<file path="src/hslcp_pkg.sv">
// shared types and constants for the http status line code parser
// no dependencies; used by every module of the block
package hslcp_pkg;

    localparam int CODE_WIDTH_DEF = 32;
    localparam int BYTE_W         = 8;
    localparam int STATUS_W       = 32;
    localparam int PREFIX_LEN     = 5;

    localparam logic [BYTE_W-1:0] CH_LF    = 8'h0a;
    localparam logic [BYTE_W-1:0] CH_CR    = 8'h0d;
    localparam logic [BYTE_W-1:0] CH_SPACE = 8'h20;
    localparam logic [BYTE_W-1:0] CH_ZERO  = 8'h30;
    localparam logic [BYTE_W-1:0] CH_NINE  = 8'h39;

    // prefix match counter; pos_fail marks a line that is not a status line
    localparam logic [2:0] POS_FAIL = 3'd7;

    typedef enum logic [1:0] {
        PH_PRE_SPACE = 2'd0,
        PH_CODE      = 2'd1,
        PH_AFTER     = 2'd2
    } phase_t;

    // one accepted byte with its end marker
    typedef struct packed {
        logic [BYTE_W-1:0] data_byte;
        logic              end_of_text;
    } item_t;

    // expected character of "HTTP/" at a given prefix position
    function automatic logic [BYTE_W-1:0] prefix_char(input logic [2:0] pos);
        logic [BYTE_W-1:0] ch;
        case (pos)
            3'd0:    ch = 8'h48;
            3'd1:    ch = 8'h54;
            3'd2:    ch = 8'h54;
            3'd3:    ch = 8'h50;
            3'd4:    ch = 8'h2f;
            default: ch = 8'h00;
        endcase
        return ch;
    endfunction

endpackage

</file>
<file path="src/hslcp_in_stage.sv">
// input register of the http status line code parser
// depends on hslcp_pkg
module hslcp_in_stage (
    input  logic             aclk,
    input  logic             aresetn,
    input  logic             s_tvalid,
    output logic             s_tready,
    input  hslcp_pkg::item_t s_item,
    output logic             item_valid,
    output hslcp_pkg::item_t item,
    input  logic             item_take
);
    import hslcp_pkg::*;

    logic  valid_reg;
    logic  valid_next;
    item_t item_reg;

    assign s_tready   = !valid_reg || item_take;
    assign item_valid = valid_reg;
    assign item       = item_reg;

    always_comb begin
        valid_next = valid_reg;
        if (item_take) begin
            valid_next = 1'b0;
        end
        if (s_tvalid && s_tready) begin
            valid_next = 1'b1;
        end
    end

    always_ff @(posedge aclk) begin
        if (!aresetn) begin
            valid_reg <= 1'b0;
        end else begin
            valid_reg <= valid_next;
        end
    end

    always_ff @(posedge aclk) begin
        if (s_tvalid && s_tready) begin
            item_reg <= s_item;
        end
    end

endmodule

</file>
<file path="src/hslcp_line_core.sv">
// line state, code accumulation and result register of the parser
// depends on hslcp_pkg
module hslcp_line_core #(
    parameter int CODE_WIDTH = hslcp_pkg::CODE_WIDTH_DEF
) (
    input  logic                          aclk,
    input  logic                          aresetn,
    input  logic                          item_valid,
    input  hslcp_pkg::item_t              item,
    output logic                          item_take,
    output logic                          m_tvalid,
    input  logic                          m_tready,
    output logic                          code_found,
    output logic [hslcp_pkg::STATUS_W-1:0] status_value
);
    import hslcp_pkg::*;

    localparam int WIDE_W = (CODE_WIDTH > STATUS_W) ? CODE_WIDTH : STATUS_W;

    typedef struct packed {
        logic [2:0]            pos;
        logic                  matched;
        phase_t                phase;
        logic [CODE_WIDTH-1:0] acc;
        logic                  seen;
        logic                  invalid;
    } line_t;

    localparam line_t LINE_CLEAR = '{
        pos: 3'd0, matched: 1'b0, phase: PH_PRE_SPACE,
        acc: '0, seen: 1'b0, invalid: 1'b0
    };

    function automatic line_t take_char(input line_t s, input logic [BYTE_W-1:0] c);
        line_t             r;
        logic [CODE_WIDTH+3:0] ext;
        logic [CODE_WIDTH+3:0] sum;
        r   = s;
        ext = {4'b0, s.acc};
        sum = (ext << 3) + (ext << 1) + (CODE_WIDTH+4)'(c - CH_ZERO);
        if (!s.matched) begin
            if ((s.pos < 3'(PREFIX_LEN)) && (c == prefix_char(s.pos))) begin
                r.pos = s.pos + 3'd1;
                if (s.pos == 3'(PREFIX_LEN - 1)) begin
                    r.matched = 1'b1;
                end
            end else begin
                r.pos = POS_FAIL;
            end
        end else if (s.phase == PH_PRE_SPACE) begin
            if (c == CH_SPACE) begin
                r.phase = PH_CODE;
            end
        end else if (s.phase == PH_CODE) begin
            if (c == CH_SPACE) begin
                r.phase = PH_AFTER;
            end else if ((c >= CH_ZERO) && (c <= CH_NINE)) begin
                if (sum[CODE_WIDTH+3:CODE_WIDTH] != 4'd0) begin
                    r.invalid = 1'b1;
                end else begin
                    r.acc = sum[CODE_WIDTH-1:0];
                end
                r.seen = 1'b1;
            end else begin
                r.invalid = 1'b1;
            end
        end
        return r;
    endfunction

    function automatic logic line_counts(input line_t s);
        return s.matched && (s.phase != PH_PRE_SPACE) && s.seen && !s.invalid;
    endfunction

    line_t                 line_reg, line_next;
    logic                  pending_reg, pending_next;
    logic [CODE_WIDTH-1:0] kept_code_reg, kept_code_next;
    logic                  kept_valid_reg, kept_valid_next;
    logic                  m_valid_reg, m_valid_next;
    logic                  found_reg, found_next;
    logic [STATUS_W-1:0]   value_reg, value_next;

    line_t                 s0, s1;
    logic [CODE_WIDTH-1:0] kc;
    logic                  kv;
    logic [WIDE_W-1:0]     kc_wide;

    assign item_take    = item_valid && (!item.end_of_text || !m_valid_reg || m_tready);
    assign m_tvalid     = m_valid_reg;
    assign code_found   = found_reg;
    assign status_value = value_reg;

    always_comb begin
        line_next       = line_reg;
        pending_next    = pending_reg;
        kept_code_next  = kept_code_reg;
        kept_valid_next = kept_valid_reg;
        m_valid_next    = m_valid_reg && !m_tready;
        found_next      = found_reg;
        value_next      = value_reg;
        s0              = line_reg;
        s1              = line_reg;
        kc              = kept_code_reg;
        kv              = kept_valid_reg;
        kc_wide         = WIDE_W'(kept_code_reg);
        if (item_take) begin
            // a held carriage return that is not followed by line feed is text
            if (pending_reg && (item.data_byte != CH_LF)) begin
                s0 = take_char(line_reg, CH_CR);
            end
            pending_next = 1'b0;
            if (item.data_byte == CH_LF) begin
                if (line_counts(s0)) begin
                    kc = s0.acc;
                    kv = 1'b1;
                end
                s1 = LINE_CLEAR;
            end else if (item.data_byte == CH_CR) begin
                pending_next = 1'b1;
                s1           = s0;
            end else begin
                s1 = take_char(s0, item.data_byte);
            end
            line_next       = s1;
            kept_code_next  = kc;
            kept_valid_next = kv;
            if (item.end_of_text) begin
                if (line_counts(s1)) begin
                    kc = s1.acc;
                    kv = 1'b1;
                end
                kc_wide         = WIDE_W'(kc);
                m_valid_next    = 1'b1;
                found_next      = kv;
                value_next      = kv ? kc_wide[STATUS_W-1:0] : '0;
                line_next       = LINE_CLEAR;
                pending_next    = 1'b0;
                kept_code_next  = '0;
                kept_valid_next = 1'b0;
            end
        end
    end

    always_ff @(posedge aclk) begin
        if (!aresetn) begin
            line_reg       <= LINE_CLEAR;
            pending_reg    <= 1'b0;
            kept_code_reg  <= '0;
            kept_valid_reg <= 1'b0;
            m_valid_reg    <= 1'b0;
        end else begin
            line_reg       <= line_next;
            pending_reg    <= pending_next;
            kept_code_reg  <= kept_code_next;
            kept_valid_reg <= kept_valid_next;
            m_valid_reg    <= m_valid_next;
        end
    end

    always_ff @(posedge aclk) begin
        found_reg <= found_next;
        value_reg <= value_next;
    end

endmodule

</file>
<file path="src/http_status_line_code_parser.sv">
// top level of the http status line code parser
// depends on hslcp_pkg, hslcp_in_stage and hslcp_line_core
//
// the block takes a header block as a byte stream, one byte per transaction,
// with s_tlast on the final byte, and splits it into lines on line feed (one
// carriage return right before a line end is dropped). a line that starts
// with "HTTP/" and whose text from the first space to the second space or
// line end is one or more decimal digits fitting in CODE_WIDTH bits sets the
// kept status code; the last such line wins. on the final byte exactly one
// result transaction leaves on the m_ side: m_tuser carries the found flag,
// m_tdata the code (low 32 bits, zero when nothing was found); all state then
// clears for the next block. each byte sits in an input register, and the
// line update (prefix match, multiply by ten and add with overflow check) is
// combinational into the line state and the result register, so a byte can
// be accepted on every clock edge. only a final byte stalls, and only while an
// earlier result is still waiting in the result register. a final byte passes
// the input register and then the result register before m_tvalid rises.
module http_status_line_code_parser #(
    parameter int CODE_WIDTH = hslcp_pkg::CODE_WIDTH_DEF
) (
    input  logic        aclk,
    input  logic        aresetn,
    // input byte stream
    input  logic        s_tvalid,
    output logic        s_tready,
    input  logic [7:0]  s_tdata,   // [7:0] data_byte
    input  logic        s_tlast,   // end_of_text
    // result stream
    output logic        m_tvalid,
    input  logic        m_tready,
    output logic [31:0] m_tdata,   // [31:0] status_value
    output logic [0:0]  m_tuser    // [0] code_found
);
    import hslcp_pkg::*;

    item_t s_item;
    item_t item;
    logic  item_valid;
    logic  item_take;
    logic  code_found;

    assign s_item.data_byte   = s_tdata;
    assign s_item.end_of_text = s_tlast;
    assign m_tuser[0]         = code_found;

    // byte register in front of the line logic
    hslcp_in_stage u_in_stage (
        .aclk       (aclk),
        .aresetn    (aresetn),
        .s_tvalid   (s_tvalid),
        .s_tready   (s_tready),
        .s_item     (s_item),
        .item_valid (item_valid),
        .item       (item),
        .item_take  (item_take)
    );

    // line parsing, kept code and result register
    hslcp_line_core #(
        .CODE_WIDTH (CODE_WIDTH)
    ) u_line_core (
        .aclk         (aclk),
        .aresetn      (aresetn),
        .item_valid   (item_valid),
        .item         (item),
        .item_take    (item_take),
        .m_tvalid     (m_tvalid),
        .m_tready     (m_tready),
        .code_found   (code_found),
        .status_value (m_tdata)
    );

endmodule
</file>
<file path="config.mk">
export PLATFORM = sky130hd
export DESIGN_NAME = http_status_line_code_parser
export DESIGN_NICKNAME = d
export VERILOG_FILES = /design/src/hslcp_pkg.sv /design/src/hslcp_in_stage.sv /design/src/hslcp_line_core.sv /design/src/http_status_line_code_parser.sv
export SDC_FILE = /design/constraint.sdc
export NUM_CORES = 1
export LEC_CHECK = 0
export ABC_AREA = 1
export ABC_CLOCK_PERIOD_IN_PS = 6100
export BUFFER_PORTS_ARGS = -buffer_cell sky130_fd_sc_hd__buf_2
export CAP_MARGIN = 20
export CORE_MARGIN = 4
export CORE_UTILIZATION = 50
export DETAILED_ROUTE_END_ITERATION = 10
export GPL_TIMING_DRIVEN = 0
export PLACE_DENSITY = 0.67
export SLEW_MARGIN = 20
export SYNTH_ARGS = -nofsm -noshare
export SYNTH_HDL_FRONTEND = slang
export SYNTH_HIERARCHICAL = 1
export SYNTH_SLANG_ARGS = --single-unit
</file>
<file path="constraint.sdc">
create_clock -name aclk -period 6.1 [get_ports aclk]
set_clock_uncertainty 0.1 [all_clocks]
set_input_delay 0.915 -clock aclk [delete_from_list [all_inputs] [get_ports aclk]]
set_output_delay 0.915 -clock aclk [all_outputs]
set_load 0.005 [all_outputs]
</file>
# Word-level counts from Yosys, hierarchy flattened
# Index checks and enable logic that the tools add are counted.
dict set report word_totals {
  ff_bits 118
  inputBits 13
  out_inout_bits 35
  word_cells 127
}
dict set report classes {
  add_sub_neg 5
  n_lt_le_gt_ge 4
  n_eq_ne 16
  mux 54
  reduce_logical 33
}
# cell count
set ops {}
lappend ops {{40-bit two-way mux} 6}
lappend ops {{32-bit two-way mux} 5}
lappend ops {{36-bit two-way mux} 2}
lappend ops {{34-bit two-way mux} 2}
lappend ops {{8-bit two-way mux} 7}
lappend ops {{7-bit one-hot mux with 4 select lines} 2}
lappend ops {{35-bit by 33-bit adder with 36-bit output} 1}
lappend ops {{36-bit adder} 1}
lappend ops {{33-bit two-way mux} 1}
lappend ops {{1-bit two-way mux} 22}
lappend ops {{8-bit by 4-bit equality test with 1-bit output, second input constant} 2}
lappend ops {{1-bit logical AND} 13}
lappend ops {{3-bit by 2-bit equality test with 1-bit output, second input constant} 4}
lappend ops {{8-bit by 6-bit subtractor with 9-bit output, second input constant} 1}
lappend ops {{4-bit by 8-bit equality test with 1-bit output, first input constant} 1}
lappend ops {{8-bit by 6-bit equality test with 1-bit output, second input constant} 1}
lappend ops {{8-bit equality test} 1}
lappend ops {{8-bit by 6-bit >= comparator with 1-bit output, second input constant} 1}
lappend ops {{8-bit by 6-bit <= comparator with 1-bit output, second input constant} 1}
lappend ops {{4-bit two-way mux} 2}
lappend ops {{8-bit by 4-bit != test with 1-bit output, second input constant} 1}
lappend ops {{3-bit by 1-bit adder with 3-bit output, second input constant} 2}
lappend ops {{3-bit by 1-bit equality test with 1-bit output, second input constant} 2}
lappend ops {{3-bit equality test, second input constant} 2}
lappend ops {{12 further kinds} 29}

# Logic depth before layout (Yosys ltp)
dict set report logic_depth {
  depth_word 33
  mapped_depth 26
  depth_no_buf 25
}

# Cells and area by module
# Netlist, hierarchy kept.
# module n_inst cells_each area_per_inst_um2
set modules_own_cells {}
lappend modules_own_cells {hslcp_line_core 1 1292 8804.7}
lappend modules_own_cells {hslcp_in_stage 1 16 321.6}

# Worst setup path after synthesis
# Ideal clock, no wire load.
dict set report synth_timing {
  path_kind {register -> register}
  start {reg u_in_stage.item_reg, in the netlist u_in_stage/item[6]}
  end {reg u_line_core.value_reg[10], in the netlist u_line_core/status_value[10], data pin}
  arrival_ns 4.819
  required_time_ns 5.746
  slack_ns 0.927
  stages_incl_launch_ff 22
  synth_period_minus_slack_ns 5.173
  cell_sequence {edfxtp_1 -> ha_1 -> nor2_1 -> fa_1 -> ha_1 -> a21oi_1 -> o21ai_1 -> a21boi_2 -> nand2_2 -> nand2_1 -> nand2_1 -> nand2_1 -> nand3_1 -> nor2_4 -> nand2_1 -> nand2_1 -> nand2_1 -> nand2_2 -> nand2_4 -> buf_4 -> nand2_1 -> o21ai_2}
}
dict set report synth_via {
  elab_chain_len 24
}
# item line
set synth_lines {}
lappend synth_lines {{start: declaration} hslcp_in_stage.sv:17} ;# item_t item_reg;
lappend synth_lines {{start signal: assignment} hslcp_in_stage.sv:43} ;# item_reg <= s_item;
lappend synth_lines {{branches (longest 24 deep; another with 36-bit adder)} -}
lappend synth_lines {{end signal: assignment} hslcp_line_core.sv:162} ;# value_reg <= value_next;
lappend synth_lines {{end: declaration} hslcp_line_core.sv:81} ;# logic [STATUS_W-1:0] value_reg, value_next;
# Several ways; the timed one is not identified. The select of a mux whose other input is x is not followed.
# A chain may end at the register's enable or synchronous reset.

# Worst setup path in the final report
dict set report layout_timing {
  start {reg u_in_stage.item_reg, in the netlist u_in_stage/item[6]}
  end {reg u_line_core.value_reg[31], in the netlist u_line_core/status_value[31], data pin}
}
# Same word-level chain as after synthesis.

==> flow_summary.toml <==
[route]
firstDrtPassIters = 6
vias = 8966
vias_per_cell = 5.54
finalWirelength_um = 27000
ant_nets = 0
drc = 0
post_drt_wl_per_cell_um = 16.7
drt_iter0_markers = 865

[clock_network]
clk_pin_slew_ns = 0.06
cts_made_buffers = 17
root_buffer = "clkbuf_16"
postCtsHoldBufs = 0
post-cts-setup-buffers = 0
cts_tree = "done"
cts_resized = 0
insertion_delay_ns = 0.41
cts_max_level = 4
cts.path.max_buffers = 2
cts.sinks = 118

[grt]
grt_use_met3_pct = 5.43
grt_pass1_vias = 8295
grt-ovfl-total = 0
use_met1_pct = 35.1
track_usage_pct = 26.7
antenna_found_initial = 1
grt_max_degree = 36
busiest_layer = "met2"
grt_pass1_wl_um = 42900
use_met2_pct = 43.8

[finish]
fin_nets = 1464
antennaDiodeCount = 0
largest_reg_flops = 40
postLayoutCellArea_um2 = 10300
mostFrequentLayoutCells = "364 x nand2_1, 164 x inv_1, 103 x a21oi_1, 92 x nor2_1, 85 x nand3_1"
drive_gt1_share_pct = 10.7
layout_commonest_cell = "nand2_1"
syn_to_final_growth_pct = 13.0

[synth]
syn_area_um2 = 9130
synth.area.top_cells = "dfxtp_1 17%, nand2_1 15%, edfxtp_1 14%"
synth_flop_cell = "dfxtp_1"
post-synth-top-area-fraction_pct = 16.7
async_flop_share_pct = 0
ys_types = 46
synth_top_family_by_area = "simple AND/OR/NAND/NOR gates"
synth-simple-area-share_pct = 30.9
synth_area_leader_cell = "dfxtp_1"
synth_edf_count = 42
synth-compound-area-share_pct = 13.0
synth_fa_ha_area_share_pct = 13.0
syn-num-nets = 1397
syn_inst = 1308
seq_area_frac_synth_pct = 30.5
yosys_warnings = 6
avgSynthCellArea_um2 = 6.98
ys_seq_elements = 118
synthXorXnorAreaFrac_pct = 2.40
synthMuxAreaShare_pct = 0

[critical_path]
slowest_delay_ns = 0.49
critPathLaunch = "u_in_stage/item[6]"
startpoint_type = "flip-flop"
reg2reg_slack_ns = 1.21
endpoint = "u_line_core/status_value[31]"
rr_startpoint = "u_in_stage/item[6]"
r2r-end = "u_line_core/status_value[31]"
reg2regPathDepth = 22
crit_type = "flip-flop to flip-flop"
cp.depth = 22
cp_num_buf_inv = 3
crit_chain = "ha_1, nor2_4, buf_16, fa_1, ha_1, nand2_1, nor2_1, and3_1, nand2_1, nand2_1, nand2_1, nand3_1, nand2_1, nor2_4, nand2_1, nand2_1, nand2_1, nand2_2, buf_4, nand3_1, nand2_1, inv_1"
arrival_ns = 4.96
endpoint_kind = "flip-flop"
crit_family = "simple AND/OR/NAND/NOR gates"
slowest_stage = "edfxtp_1"
path_common_cell = "nand2_1"
crit_required_ns = 6.17
crit_fanout = 18

[run_status]
status = "finished, final reports clean"

[die]
die-area_um2 = 20500
die_x_um = 143
start_util_pct = 50.8
core_um2 = 18000
fp-row-count = 49
boundaryPins = 48
die_h_um = 143

[job]
drv_cap = 0

[sta]
grt_setup_unrepaired = "false"
tightest_slew_ns = 0.751
drv_slew = 0
finalHoldViolCount = 0
post-route-min-period_ns = 4.89
fin_crit_sh_pct = 80.2
clock.fmax_mhz = 205
relSlewSlack_pct = 49.9
setup_viol = 0

[place]
placed_area_um2 = 9680
gp_congestion = 0.964
io_buffers = 47
post-dp-hpwl_um = 21600

[power]
peakVddDrop_v = 0.000345
cellLeakagePower_uw = 0.00458
p_total_uw = 2090
powerDensity_nw_per_um2 = 203

[worst_hold_path]
hold_path_class = "flip-flop to flip-flop"
-- worst min path at each step --
stage	from	end	cells past startpoint	slack [ns]
6_report	u_line_core/kept_code_reg[22]	u_line_core/kept_code_reg[22]	2	0.36
5_1_grt	u_line_core/kept_code_reg[28]	u_line_core/kept_code_reg[28]	2	0.37
4_1_cts	u_line_core/line_reg[38]	u_line_core/line_reg[38]	2	0.37
3_5_place_dp	u_line_core/kept_code_reg[20]	u_line_core/kept_code_reg[20]	2	0.36
3_3_place_gp	u_line_core/kept_code_reg[8]	u_line_core/kept_code_reg[8]	2	0.35
2_1_floorplan	u_line_core/line_reg[0]	u_line_core/line_reg[0]	2	0.35
-- final cells by class --
type / count / area (µm²)
buffer: 58 / 272
clock buffer: 18 / 429
clock inverter: 14 / 196
fill: 1768 / 7650
inverter: 178 / 668
multi-input combinational: 954 / 5420
sequential: 118 / 2780
tap: 229 / 287
timing repair buffer: 48 / 263
-- stage by stage --
stage	util, %	hold slack, ns	setup WS, ns	TNS [ns]	cells
3_3_place_gp	53.7	0.352	-0.338	-10.16	1584
5_1_grt	57.4	0.375	0.951	0	1617
6_report	57.4	0.365	1.21	0	1617
3_5_place_dp	53.9	0.357	1.31	0	1585
4_1_cts	57.4	0.366	1.31	0	1617
2_1_floorplan	-	0.345	0.927	0	1308
-- report_power, final --
part           total, µW  switching [µW]  internal (µW)
Combinational        181             126           55.7
Clock               1070             385            688
Sequential           836            7.98            828
Total               2090             518           1570
-- tightest hold or removal path, cell delays in order, from the launching register on --
cell and delay (ns):
dfxtp_1 0.30, nand2_1 0.06, a21oi_1 0.06
-- logic make-up (layout without fill, tap and decap cells) --
| kind of cell | count (synthesis) | after routing |
|---|---|---|
| buffers and inverters | 236 | 316 |
| AOI/OAI and AO/OA | 209 | 209 |
| xor gates and xnor gates | 25 | 25 |
| DFF | 118 | 118 |
| and+or+nand+nor | 644 | 644 |
| adders and majority gates | 76 | 76 |
-- synthesized netlist by cell type (all sizes together) (2+ instances only) --
cell type / number
a21oi: 106
and2: 2
and3: 3
buf: 21
clkbuf: 37
dfxtp: 76
edfxtp: 42
fa: 31
ha: 45
inv: 177
nand2: 374
nand3: 86
nand3b: 3
nand4: 66
nor2: 98
nor3: 8
nor4: 2
o21ai: 71
o21bai: 6
o22ai: 18
or2: 2
xnor2: 12
xor2: 13
-- routing by layer --
layer / vias up / part of all wire [%]
met1: 4131 / 44
met2: 326 / 46
met4: 2 / 3.2
met3: 64 / 7.0
li1: 4443 / -
met5: - / 0.030
(Power assumes the default switching activity.)
